### config.mk
export PLATFORM = sky130hd
export DESIGN_NAME = msk_ctrl
export DESIGN_NICKNAME = d
export VERILOG_FILES = /design/src/hdl/msk_demodulator_pll_core_defines.svh /design/src/hdl/msk_pkg.sv /design/src/hdl/msk_ctrl.sv
export SDC_FILE = /design/constraint.sdc
export NUM_CORES = 1
export LEC_CHECK = 0
export ABC_AREA = 1
export BUFFER_PORTS_ARGS = -buffer_cell sky130_fd_sc_hd__clkbuf_2
export CAP_MARGIN = 30
export CORE_MARGIN = 4
export CORE_UTILIZATION = 47
export CTS_BUF_LIST = sky130_fd_sc_hd__clkbuf_4 sky130_fd_sc_hd__clkbuf_8
export DETAILED_ROUTE_END_ITERATION = 16
export PLACE_DENSITY = 0.89
export RECOVER_POWER = 100
export SLEW_MARGIN = 20
export SYNTH_ARGS = -nofsm -noshare
export SYNTH_HDL_FRONTEND = slang
export SYNTH_SLANG_ARGS = --single-unit
### constraint.sdc
create_clock -name clk -period 1.1 [get_ports clk]
set_input_delay 0.11 -clock clk [delete_from_list [all_inputs] [get_ports clk]]
set_output_delay 0.11 -clock clk [all_outputs]
set_load 0.02 [all_outputs]
### src/hdl/msk_demodulator_pll_core_defines.svh
`ifndef MSK_DEMODULATOR_PLL_CORE_DEFINES_SVH
`define MSK_DEMODULATOR_PLL_CORE_DEFINES_SVH

// Same-cycle implication, masked while reset is high.
`define MSK_ASSERT_SAME(label, clk, rst, ante, cons, msg) \
  label: assert property (@(posedge clk) disable iff (rst) (ante) |-> (cons)) \
    else $error(msg);

// Next-cycle implication, masked while reset is high.
`define MSK_ASSERT_NEXT(label, clk, rst, ante, cons, msg) \
  label: assert property (@(posedge clk) disable iff (rst) (ante) |=> (cons)) \
    else $error(msg);

`endif

### src/hdl/msk_pkg.sv
`default_nettype none

package msk_pkg;

  localparam int TAPS_DEFAULT = 10;

  localparam logic [14:0] NCO_STEP_RESET  = 15'd9437;
  localparam logic [15:0] LOOP_GAIN_RESET = 16'd996;
  localparam logic [15:0] DC_COEFF_RESET  = 16'd1258;

  localparam logic signed [18:0] CLOCK_TURN3Q = 19'sd49152;
  localparam logic signed [18:0] CLOCK_FLOOR  = -19'sd131072;

  localparam logic [16:0] LOOP_DECAY = 17'd65503;
  localparam logic [16:0] LOOP_ZERO  = 17'd64555;

  localparam logic [16:0] SIN_A = 17'd102873;
  localparam logic [15:0] SIN_B = 16'd41906;
  localparam logic [12:0] SIN_C = 13'd4569;

  // floor(v/3) = (v * RECIP3) >> 17 for every 15-bit v.
  localparam logic [15:0] RECIP3 = 16'd43691;

  localparam logic [15:0] QUARTER_TURN = 16'h4000;

  // Cycles from issuing a phase to the sine unit until its result is visible.
  localparam int SINE_LAT = 4;

  // Arctangent quotient width; one quotient bit is resolved per divider step.
  localparam int QW = 15;

  typedef enum logic [1:0] {
    REG_NCO_STEP  = 2'd0,
    REG_LOOP_GAIN = 2'd1,
    REG_DC_COEFF  = 2'd2
  } reg_index_t;

  typedef enum logic [1:0] {
    TAG_TAP = 2'd0,
    TAG_COS = 2'd1,
    TAG_SIN = 2'd2
  } sine_tag_t;

  typedef struct packed {
    logic        en;
    logic [1:0]  index;
    logic [15:0] data;
  } cfg_wr_t;

  typedef struct packed {
    logic load_sample;
    logic do_step;
    logic tap_init;
    logic tap_issue;
    logic atan_setup;
    logic div_step;
    logic loop_mul;
    logic loop_upd;
    logic out_load;
    logic mix_cos;
    logic mix_sin;
    logic mix_mul;
    logic ring_write;
  } cmd_t;

  typedef struct packed {
    logic bit_event;
    logic mac_busy;
    logic sine_busy;
    logic out_free;
  } stat_t;

endpackage

`default_nettype wire

### src/hdl/msk_ctrl.sv
`default_nettype none

module msk_ctrl
  import msk_pkg::*;
#(
  parameter int TAPS = TAPS_DEFAULT
) (
  input  wire logic  clk,
  input  wire logic  rst,
  input  wire logic  in_valid,
  output logic       in_ready,
  input  wire stat_t stat,
  output cmd_t       cmd
);

  localparam int CNT_MAX = (TAPS - 1 > QW) ? TAPS - 1 : QW;
  localparam int CNT_W   = $clog2(CNT_MAX);
  localparam logic [CNT_W-1:0] TAP_LAST = CNT_W'(TAPS - 2);
  localparam logic [CNT_W-1:0] DIV_LAST = CNT_W'(QW - 1);

  typedef enum logic [3:0] {
    S_IDLE, S_STEP, S_TAP_INIT, S_TAPS, S_DRAIN, S_ATAN, S_DIV,
    S_LOOP1, S_LOOP2, S_OUT, S_MIX_COS, S_MIX_SIN, S_MIX_WAIT, S_MIX_MUL, S_WRITE
  } state_t;

  state_t         state;
  logic [CNT_W-1:0] cnt;

  always_ff @(posedge clk) begin
    if (rst) begin
      state <= S_IDLE;
      cnt   <= '0;
    end else begin
      case (state)
        S_IDLE:     if (in_valid) state <= S_STEP;
        S_STEP:     state <= stat.bit_event ? S_TAP_INIT : S_MIX_COS;
        S_TAP_INIT: begin
          cnt   <= '0;
          state <= S_TAPS;
        end
        S_TAPS: begin
          cnt <= cnt + CNT_W'(1);
          if (cnt == TAP_LAST) state <= S_DRAIN;
        end
        S_DRAIN:    if (!stat.mac_busy) state <= S_ATAN;
        S_ATAN: begin
          cnt   <= '0;
          state <= S_DIV;
        end
        S_DIV: begin
          cnt <= cnt + CNT_W'(1);
          if (cnt == DIV_LAST) state <= S_LOOP1;
        end
        S_LOOP1:    state <= S_LOOP2;
        S_LOOP2:    state <= S_OUT;
        S_OUT:      if (stat.out_free) state <= S_MIX_COS;
        S_MIX_COS:  state <= S_MIX_SIN;
        S_MIX_SIN:  state <= S_MIX_WAIT;
        S_MIX_WAIT: if (!stat.sine_busy) state <= S_MIX_MUL;
        S_MIX_MUL:  state <= S_WRITE;
        S_WRITE:    state <= S_IDLE;
        default:    state <= S_IDLE;
      endcase
    end
  end

  assign in_ready = (state == S_IDLE);

  always_comb begin
    cmd             = '0;
    cmd.load_sample = (state == S_IDLE) && in_valid;
    cmd.do_step     = (state == S_STEP);
    cmd.tap_init    = (state == S_TAP_INIT);
    cmd.tap_issue   = (state == S_TAPS);
    cmd.atan_setup  = (state == S_ATAN);
    cmd.div_step    = (state == S_DIV);
    cmd.loop_mul    = (state == S_LOOP1);
    cmd.loop_upd    = (state == S_LOOP2);
    cmd.out_load    = (state == S_OUT) && stat.out_free;
    cmd.mix_cos     = (state == S_MIX_COS);
    cmd.mix_sin     = (state == S_MIX_SIN);
    cmd.mix_mul     = (state == S_MIX_MUL);
    cmd.ring_write  = (state == S_WRITE);
  end

endmodule

`default_nettype wire

==> flow_metrics.env, run 1 <==
export IMPL_syn_inst=108
export IMPL_synth_nets=118
export IMPL_die_h_um=46.30
export IMPL_synth_warnings=0
export IMPL_cts_sink_count=8
export IMPL_synth_common_cells="24 x nor2_1, 14 x inv_1, 14 x nand2_1"
export IMPL_run_status="aborted with a tool error"
export IMPL_async_reset_ff_share_pct=0
export IMPL_io_pins=21
export IMPL_gp_congestion=0.8881
export IMPL_hpwl_um=1729
export IMPL_portBuffers=20
export IMPL_htree_num_levels=1
export IMPL_rows=13
export IMPL_die_width_um=46.30
export IMPL_synth_seq_cells=8
export IMPL_stop_error="[ERROR DPL-0038] Utilization greater than 100%, impossible to legalize"
export IMPL_lastStage="5_1_grt"
export IMPL_cts_made_buffers=3
export IMPL_avgSynthCellArea_um2=6.383
export IMPL_grt_worst_endpoint="cnt[0]$_SDFFE_PP0P_/D"
export IMPL_cts_root_buf="clkbuf_4"
export IMPL_postCtsHoldBufs=0
export IMPL_ys_types=21
export IMPL_yosysMostFrequentCell="nor2_1"
export IMPL_grt_max_degree=8
export IMPL_synth_edf_count=0
export IMPL_start_util_pct=51.69
export IMPL_synth_top_area_share_pct=23.23
export IMPL_ys_seq_area_share_pct=23.23
export IMPL_clock_path_buffers=2
export IMPL_synth_area_um2=689.4
export IMPL_synth_main_ff_cell="dfxtp_1"
export IMPL_yosys_area_top_type="dfxtp_1"
export IMPL_synthTopCellsByArea="dfxtp_1 23%, nor2_1 13%, nand3_1 8.7%"
export IMPL_placed_area_um2=928.4
export IMPL_worst_endpoint_pin_kind="register data pin"
==> kinds of logic after synthesis <==
kind of cell,Yosys count,share of synthesized area (%)
and+or+nand+nor,68,50.45
AOI/OAI and AO/OA,11,10.53
DFF,8,23.23
buffers and inverters,18,10.35
adders and majority gates,3,5.445
==> stage by stage <==
stage / setup WS [ns] / setup TNS (ns) / cells / hold slack [ns]
after global placement: -0.05958 / -0.2436 / 153 / 0.3364
after floorplan: -0.05265 / -0.1023 / 108 / 0.1750
after detailed placement: -0.1349 / -0.9630 / 153 / 0.3436
after CTS: -0.2037 / -3.245 / 164 / 0.07703
==> repair_timing <==
item,CTS
endpoints found under the setup margin,22
gates resized for setup,76
gates cloned,0
pin swaps,16
setup buffers,9
==> run 2, diff against run 1 <==
--- a/config.mk
+++ b/config.mk
@@ -8,11 +8,10 @@
 export ABC_AREA = 1
 export BUFFER_PORTS_ARGS = -buffer_cell sky130_fd_sc_hd__clkbuf_2
 export CAP_MARGIN = 30
-export CORE_MARGIN = 4
-export CORE_UTILIZATION = 47
-export CTS_BUF_LIST = sky130_fd_sc_hd__clkbuf_4 sky130_fd_sc_hd__clkbuf_8
+export CORE_AREA = 4 4 65 67
 export DETAILED_ROUTE_END_ITERATION = 16
-export PLACE_DENSITY = 0.89
+export DIE_AREA = 0 0 69 71
+export PLACE_DENSITY_LB_ADDON = 0.15
 export RECOVER_POWER = 100
 export SLEW_MARGIN = 20
 export SYNTH_ARGS = -nofsm -noshare
==> constraint.sdc (replaced) <==
create_clock -name clk -period 1.4 [get_ports clk]
set_input_delay 0.14 -clock clk [delete_from_list [all_inputs] [get_ports clk]]
set_output_delay 0.14 -clock clk [all_outputs]
set_load 0.02 [all_outputs]
==> flow_metrics.env, run 2 <==
export IMPL_synthTopCellsByArea="dfxtp_1 23%, nor2_1 13%, nand3_1 8.7%"
export IMPL_max_cap_viol_count=0
export IMPL_dieArea_mm2=0.004899
export IMPL_crit_family="flip-flops"
export IMPL_rows=22
export IMPL_nFillCells=429
export IMPL_run_status="complete, no violations"
export IMPL_ant_nets=0
export IMPL_hp_class="primary input to flip-flop"
export IMPL_wl_um=2002
export IMPL_cp_max_fo=7
export IMPL_grt_usage_pct=9.043
export IMPL_coreArea_mm2=0.003633
export IMPL_synth_top_area_share_pct=23.23
export IMPL_ys_types=21
export IMPL_synth_edf_count=0
export IMPL_post_route_period_util_pct=94.11
export IMPL_gp_congestion=0.7991
export IMPL_grt_max_degree=8
export IMPL_postCtsHoldBufs=0
export IMPL_clk_latency_ns=0.23
export IMPL_hold_viol=0
export IMPL_num_vias=736
export IMPL_rsz0062_at_grt="no"
export IMPL_drtIter0Drc=43
export IMPL_vias_per_cell=4.089
export IMPL_finalWorstSetupSlack_ns=0.08244
export IMPL_layout_commonest_cell="nor2_1"
export IMPL_yosysMostFrequentCell="nor2_1"
export IMPL_worstMarginPinSlew_ns=0.2589
export IMPL_antenna_found_initial=0
export IMPL_final_layout_size_suffix_gt1_share_pct=36.36
export IMPL_antennaDiodeCount=0
export IMPL_clkSlewWorstSetupHoldPaths_ns=0.05
export IMPL_gr_total_overflow=0
export IMPL_fin_setup_tns_ns=0
export IMPL_cts_root_buf="clkbuf_8"
export IMPL_die_width_um=69
export IMPL_skew_ns=0.004474
export IMPL_grt_pass1_vias=775
export IMPL_grt_first_pass_wirelength_um=3525
export IMPL_path_buf_inv=2
export IMPL_finalSetupViolations=0
export IMPL_fin_util_pct=24.93
export IMPL_ys_seq_area_share_pct=23.23
export IMPL_async_reset_ff_share_pct=0
export IMPL_cellPowerDensity_mw_per_mm2=1893
export IMPL_drc_errors=0
export IMPL_cts_made_buffers=3
export IMPL_crit_type="flip-flop to primary output"
export IMPL_die_h_um=71
export IMPL_leakage_nw=0.4290
export IMPL_finalMaxSlewViolations=0
export IMPL_synth_nets=118
export IMPL_nNetsFinal=144
export IMPL_ir_drop_v=0.0005277
export IMPL_synth_common_cells="24 x nor2_1, 14 x inv_1, 14 x nand2_1"
export IMPL_area_delta_synth_final_pct=31.40
export IMPL_critPathRequiredTime_ns=1.26
export IMPL_post_route_min_period_ns=1.318
export IMPL_cts_sink_count=8
export IMPL_yosys_area_top_type="dfxtp_1"
export IMPL_hpwl_um=1585
export IMPL_htree_num_levels=1
export IMPL_cts_tree="yes"
export IMPL_endpoint_kind="primary output"
export IMPL_synth_warnings=0
export IMPL_start_kind="flip-flop"
export IMPL_portBuffers=20
export IMPL_fmax_ghz=0.7590
export IMPL_synth_seq_cells=8
export IMPL_dp_slack_ns=0.1006
export IMPL_cpMaxStageDelayCell="dfxtp_2"
export IMPL_syn_inst=108
export IMPL_start_util_pct=18.97
export IMPL_clock_path_buffers=2
export IMPL_crit_chain="inv_2 > nand2_2 > nor2_4 > clkbuf_2"
export IMPL_dr_pass1_iters=4
export IMPL_io_pins=21
export IMPL_avgSynthCellArea_um2=6.383
export IMPL_layout_common_cells="23 x nor2_1, 17 x clkbuf_2, 16 x nand2_1"
export IMPL_largestRegisters="cnt (4), state (4)"
export IMPL_routedWlPerCell_um=11.12
export IMPL_synth_area_um2=689.4
export IMPL_slew_headroom_pct=82.81
export IMPL_synth_main_ff_cell="dfxtp_1"
export IMPL_crit_path_max_incr_delay_ns=0.36
export IMPL_worstPathArrival_ns=1.18
==> run 2: layout make-up <==
class | count | area, um^2 | share of cell area [%]
clock buffers | 3 | 41.29 | 4.558
inverters | 17 | 66.31 | 7.320
multi-input cells | 82 | 460.4 | 50.83
flip-flops and latches | 8 | 167.7 | 18.51
well taps | 48 | 60.06 | 6.630
repair buffers | 22 | 110.1 | 12.15
==> run 2: worst paths after layout <==
path / start / to / slack, ns / cells after the start
worst max-delay path: state[0] / cmd[10] / 0.08 / 4
worst min-delay path: rst / state[3] / 0.15 / 2
worst max register to register: state[1] / cnt[2] / 0.11 / 7
worst min register to register: cnt[3] / cnt[3] / 0.49 / 2
==> run 2: cell families (layout without fill, tap and decap cells) <==
group,Yosys count,in the layout,synth area share (%)
buf+inv,18,42,10.35
compound gates,11,11,10.53
fa+ha+maj,3,3,5.445
flops,8,8,23.23
simple gates,68,68,50.45
==> run 2: power breakdown <==
part | switching (mW) | internal (mW)
registers | 0.119 | 0.298
logic | 0.684 | 0.323
clock network | 0.103 | 0.188
total | 0.906 | 0.809
==> run 2: stage by stage <==
stage | area [um^2] | hold slack, ns | power [mW] | std cells
after floorplan | 689.4 | 0.2091 | 1.138 | 108
after global placement | 849.6 | 0.4129 | 1.413 | 176
after detailed placement | 849.6 | 0.4099 | 1.396 | 176
after CTS | 903.4 | 0.1590 | 1.719 | 179
after global routing | 905.9 | 0.1730 | 1.871 | 180
final | 905.9 | 0.1507 | 1.715 | 180
==> run 2: worst reg2reg max path, cell delays in order, from the launching register on <==
cell and delay [ns]:
dfxtp_2 0.40, inv_1 0.09, nand2_2 0.14, nor2_1 0.08, clkbuf_2 0.14, nor2_8 0.13, nand2_1 0.07, nor3_2 0.16
==> run 2: per-layer routing <==
layer	global-route usage (%)	vias to the layer above	routed length (um)
met3	3.409	4	89
met2	14.83	17	973
li1	-	390	-
met1	10.78	325	907
met5	0	-	0
met4	3.254	0	32
==> run 2: repair_timing <==
item                       in CTS  in global routing
gates resized for setup         7                 12
setup buffers                   0                  1
pin swaps                       0                  2
setup endpoints to repair       7                 10
Power figures use the tool's default switching activity.
==> run 3, diff against run 2 <==
--- a/config.mk
+++ b/config.mk
@@ -8,10 +8,13 @@
 export ABC_AREA = 1
 export BUFFER_PORTS_ARGS = -buffer_cell sky130_fd_sc_hd__clkbuf_2
 export CAP_MARGIN = 30
+export CELL_PAD_IN_SITES_DETAIL_PLACEMENT = 1
+export CELL_PAD_IN_SITES_GLOBAL_PLACEMENT = 1
 export CORE_AREA = 4 4 65 67
+export CTS_CLUSTER_DIAMETER = 60
 export DETAILED_ROUTE_END_ITERATION = 16
 export DIE_AREA = 0 0 69 71
-export PLACE_DENSITY_LB_ADDON = 0.15
+export PLACE_DENSITY = 0.44
 export RECOVER_POWER = 100
 export SLEW_MARGIN = 20
 export SYNTH_ARGS = -nofsm -noshare
==> flow_metrics.env, run 3 (synthesized netlist as in run 2, its figures left out) <==
export IMPL_run_status="complete, no violations"
export IMPL_hold_viol=0
export IMPL_cellPowerDensity_mw_per_mm2=1889
export IMPL_critPathRequiredTime_ns=1.26
export IMPL_hold_slack_ns=0.1433
export IMPL_nFillCells=486
export IMPL_worstMarginPinSlew_ns=0.2640
export IMPL_drc_errors=0
export IMPL_wl_um=2187
export IMPL_coreArea_mm2=0.003633
export IMPL_gr_total_overflow=0
export IMPL_dp_slack_ns=0.09245
export IMPL_grt_usage_pct=9.956
export IMPL_min_to="state[3]"
export IMPL_htree_num_levels=1
export IMPL_io_pins=21
export IMPL_slew_headroom_pct=82.26
export IMPL_num_vias=766
export IMPL_post_route_min_period_ns=1.343
export IMPL_area_delta_synth_final_pct=36.66
export IMPL_ant_nets=0
export IMPL_max_cap_viol_count=0
export IMPL_drtIter0Drc=7
export IMPL_finalWorstSetupSlack_ns=0.05650
export IMPL_antenna_found_initial=0
export IMPL_grt_first_pass_wirelength_um=3877
export IMPL_finalMaxSlewViolations=0
export IMPL_die_h_um=71
export IMPL_cts_made_buffers=3
export IMPL_dr_pass1_iters=4
export IMPL_clk_latency_ns=0.23
export IMPL_cp_max_fo=7
export IMPL_fin_util_pct=25.93
export IMPL_grt_max_degree=8
export IMPL_skew_ns=0.003007
export IMPL_rows=22
export IMPL_clkSlewWorstSetupHoldPaths_ns=0.05
export IMPL_r2r_end="state[2]"
export IMPL_ir_drop_v=0.0004966
export IMPL_crit_type="flip-flop to primary output"
export IMPL_hold_path_depth=2
export IMPL_ff2ff_path_depth=9
export IMPL_finalSetupViolations=0
export IMPL_cts_root_buf="clkbuf_8"
export IMPL_hpwl_um=1844
export IMPL_hold_start="rst"
export IMPL_dieArea_mm2=0.004899
export IMPL_p_total_mw=1.780
export IMPL_fin_setup_tns_ns=0
export IMPL_routedWlPerCell_um=12.08
export IMPL_endpoint_kind="primary output"
export IMPL_postCtsSetupRepairBufs=0
export IMPL_portBuffers=20
export IMPL_rrSetupSlack_ns=0.16
export IMPL_worstPathArrival_ns=1.20
export IMPL_clock_path_buffers=2
export IMPL_fmax_ghz=0.7443
export IMPL_cts_tree="yes"
export IMPL_die_width_um=69
export IMPL_largestRegisters="cnt (4), state (4)"
export IMPL_leakage_nw=0.4435
export IMPL_rsz0062_at_grt="yes"
export IMPL_hp_class="primary input to flip-flop"
export IMPL_r2r_start="cnt[0]"
export IMPL_gp_congestion=0.7777
export IMPL_nNetsFinal=145
export IMPL_start_util_pct=18.97
export IMPL_start_kind="flip-flop"
export IMPL_cts_sink_count=8
export IMPL_grt_pass1_vias=855
export IMPL_antennaDiodeCount=0
export IMPL_layout_common_cells="23 x nor2_1, 15 x clkbuf_2, 14 x nand2_1"
export IMPL_post_route_period_util_pct=95.96
export IMPL_final_layout_size_suffix_gt1_share_pct=39.10
export IMPL_layout_commonest_cell="nor2_1"
export IMPL_vias_per_cell=4.232
==> run 3: cell count changes in the layout (fill, tap and decap cells not counted), moves of 2 or more <==
cell	delta
inv_2	+2
dfxtp_2	-2
dfxtp_4	+2
nor2_4	+2
buf_4	+5
clkbuf_2	-2
nand2_1	-2
nor2_2	-2
==> run 3: final cells by class <==
class / instances / area [um^2] / share of cell area, %
clock buffers: 3 / 41.29 / 4.382
repair buffers: 23 / 128.9 / 13.68
multi-input cells: 82 / 475.5 / 50.46
inverters: 17 / 63.81 / 6.773
well taps: 48 / 60.06 / 6.374
flip-flops and latches: 8 / 172.7 / 18.33
==> run 3: critical path: stages (launching register included) <==
cell	delay [ns]
dfxtp_4	0.38
inv_2	0.07
nor2_1	0.15
inv_2	0.08
nor3_1	0.13
buf_4	0.17
==> run 3: worst max path at each step <==
stage / depth (start not counted) / slack, ns / startpoint / to
floorplan: 4 / 0.11 / state[3] / cmd[4]
global placement: 7 / 0.09 / state[0] / cnt[2]
detailed placement: 7 / 0.09 / state[0] / cnt[2]
CTS: 4 / -0.003 / state[1] / cmd[12]
global route: 5 / -0.03 / state[3] / cmd[4]
finish: 5 / 0.06 / state[3] / cmd[4]
==> run 3: metrics by stage <==
step / area [um^2] / instances
2_1_floorplan: 689.4 / 108
3_3_place_gp: 864.6 / 178
3_5_place_dp: 864.6 / 178
4_1_cts: 925.9 / 181
5_1_grt: 942.2 / 181
6_report: 942.2 / 181
==> run 3: metal layers <==
layer / global-route usage, % / share of wire [%] / vias to the layer above
li1: - / - / 395
met1: 10.61 / 42 / 359
met2: 18.22 / 53 / 10
met3: 2.557 / 3.6 / 2
met4: 4.772 / 1.0 / 0
met5: 0 / 0 / -
==> run 3: power by group <==
| part | internal (mW) | switching, mW |
|---|---|---|
| sequential | 0.308 | 0.123 |
| clock | 0.187 | 0.101 |
| combinational | 0.355 | 0.706 |
| total | 0.850 | 0.930 |
==> run 3: timing repair <==
| item | 4_1_cts | 5_1_grt |
|---|---|---|
| hold buffers | 0 | 0 |
| resized for setup | 11 | 17 |
| endpoints found under the setup margin | 11 | 10 |
| hold endpoints to repair | 0 | 0 |
==> run 4, diff against run 3 <==
==> constraint.sdc (replaced) <==
create_clock -name clk -period 1.4 [get_ports clk]
set_input_delay 0 -clock clk [delete_from_list [all_inputs] [get_ports clk]]
set_output_delay 0 -clock clk [all_outputs]
set_load 0.02 [all_outputs]
==> flow_metrics.env, run 4 (synthesized netlist as in run 2, its figures left out) <==
export IMPL_run_status="finished, violations left"
export IMPL_violations="negative hold slack"
export IMPL_r2r_end="state[2]"
export IMPL_seq_power_share_pct=22.6
export IMPL_critPathRequiredTime_ns=1.40
export IMPL_post_route_period_util_pct=91.99
export IMPL_finalWorstSetupSlack_ns=0.1121
export IMPL_die_h_um=71
export IMPL_drc_errors=0
export IMPL_dieArea_mm2=0.004899
export IMPL_r2r_start="cnt[0]"
export IMPL_grt_max_degree=8
export IMPL_p_int_uw=812.3
export IMPL_cts_made_buffers=3
export IMPL_rows=22
export IMPL_globalRouteMet2Util_pct=17.48
export IMPL_met1_usage_pct=10.68
export IMPL_postCtsSetupRepairBufs=0
export IMPL_hpwl_um=1880
export IMPL_rrSetupSlack_ns=0.15
export IMPL_worstPathArrival_ns=1.29
export IMPL_cts_tree="yes"
export IMPL_min_to="state[1]"
export IMPL_cts_sink_count=8
export IMPL_ir_drop_v=0.0004211
export IMPL_hold_path_depth=2
export IMPL_max_cap_viol_count=0
export IMPL_num_vias=761
export IMPL_grt_pass1_vias=821
export IMPL_coreArea_mm2=0.003633
export IMPL_worstMarginPinSlew_ns=0.2454
export IMPL_vias_per_cell=4.181
export IMPL_antenna_found_initial=0
export IMPL_post_cts_resized=0
export IMPL_portBuffers=20
export IMPL_skew_ns=0.0004219
export IMPL_rsz0062_at_grt="no"
export IMPL_die_width_um=69
export IMPL_grt_first_pass_wirelength_um=3795
export IMPL_switching_power_uw=881.4
export IMPL_finalMaxSlewViolations=0
export IMPL_dp_slack_ns=0.1159
export IMPL_hold_slack_ns=-0.003406
export IMPL_clkSlewWorstSetupHoldPaths_ns=0.04
export IMPL_cts_root_buf="clkbuf_8"
export IMPL_routedWlPerCell_um=11.86
export IMPL_gr_total_overflow=0
export IMPL_top_usage_layer="met2"
export IMPL_fmax_ghz=0.7765
export IMPL_largestRegisters="cnt (4), state (4)"
export IMPL_post_route_min_period_ns=1.288
export IMPL_fin_setup_tns_ns=0
export IMPL_leakage_nw=0.4218
export IMPL_sw_frac_of_total_pct=52.04
export IMPL_layout_commonest_cell="nor2_1"
export IMPL_ant_nets=0
export IMPL_start_util_pct=18.97
export IMPL_endpoint_kind="primary output"
export IMPL_p_comb_share_pct=60.6
export IMPL_finalSetupViolations=0
export IMPL_hp_class="primary input to flip-flop"
export IMPL_drtIter0Drc=15
export IMPL_area_delta_synth_final_pct=30.85
export IMPL_hold_start="rst"
export IMPL_clockPowerShare_pct=16.8
export IMPL_antennaDiodeCount=0
export IMPL_gp_congestion=0.7752
export IMPL_crit_type="flip-flop to primary output"
export IMPL_final_layout_size_suffix_gt1_share_pct=31.34
export IMPL_layout_common_cells="24 x nor2_1, 15 x nand2_1, 15 x clkbuf_2"
export IMPL_cellPowerDensity_mw_per_mm2=1878
export IMPL_clk_latency_ns=0.23
export IMPL_start_kind="flip-flop"
export IMPL_hold_viol=2
export IMPL_grt_util_met3_pct=2.699
export IMPL_slew_headroom_pct=83.52
export IMPL_htree_num_levels=1
export IMPL_dr_pass1_iters=3
export IMPL_clock_path_buffers=2
export IMPL_postCtsHoldBufs=0
export IMPL_grt_usage_pct=9.685
export IMPL_cp_max_fo=5
export IMPL_wl_um=2158
export IMPL_io_pins=21
export IMPL_nNetsFinal=146
export IMPL_ff2ff_path_depth=8
[run 4: changes by cell type in the layout (fill, tap and decap cells not counted), moves of 2 or more]
| cell | delta |
|---|---|
| buf_4 | -2 |
| dfxtp_1 | +2 |
| clkbuf_1 | +4 |
| nor2_4 | -2 |
| inv_1 | +2 |
| inv_2 | -2 |
| dfxtp_4 | -3 |
[run 4: worst max-delay path by stage]
stage | start | slack, ns | end
2_1_floorplan | state[2] | 0.19 | state[0]
3_3_place_gp | state[2] | 0.13 | state[0]
3_5_place_dp | cnt[0] | 0.12 | state[0]
4_1_cts | state[0] | 0.04 | cmd[12]
5_1_grt | state[2] | 0.002 | state[2]
6_report | state[3] | 0.11 | cmd[8]
[run 4: power by group through the flow]
stage / Sequential, mW / Clock, mW / Combinational (mW)
after floorplan: 0.349 / 0 / 0.789
after global placement: 0.379 / 0 / 1.09
after detailed placement: 0.385 / 0 / 1.07
after CTS: 0.381 / 0.300 / 1.08
after global routing: 0.401 / 0.306 / 1.16
final: 0.382 / 0.284 / 1.03
[run 4: final cells by class]
cell class              instances  area (um^2)
clock buffers                   3        41.29
fillers                       483         2731
inverters                      17        63.81
multi-input cells              82        450.4
flip-flops and latches          8        162.7
well taps                      48        60.06
repair buffers                 24        123.9
[run 4: critical path, cell delays in order, from the launching register on]
cell,delay [ns]
dfxtp_1,0.35
inv_2,0.12
nand2_2,0.12
nor2_2,0.26
clkbuf_2,0.22
[run 4: per-layer routing]
metal  up-vias  routed length [um]
met5         -                   0
met4         0                  21
met3         2                  67
met2         8                1135
li1        393                   -
met1       358                 933
[run 4: stage by stage]
step           utilization, %  std cells  cell area (um^2)  power [mW]
6_report                24.83        182             902.1       1.694
5_1_grt                 24.83        182             902.1       1.866
4_1_cts                 25.14        182             913.4       1.758
3_5_place_dp            24.00        179             872.1       1.458
3_3_place_gp            24.00        179             872.1       1.470
2_1_floorplan               -        108             689.4       1.138
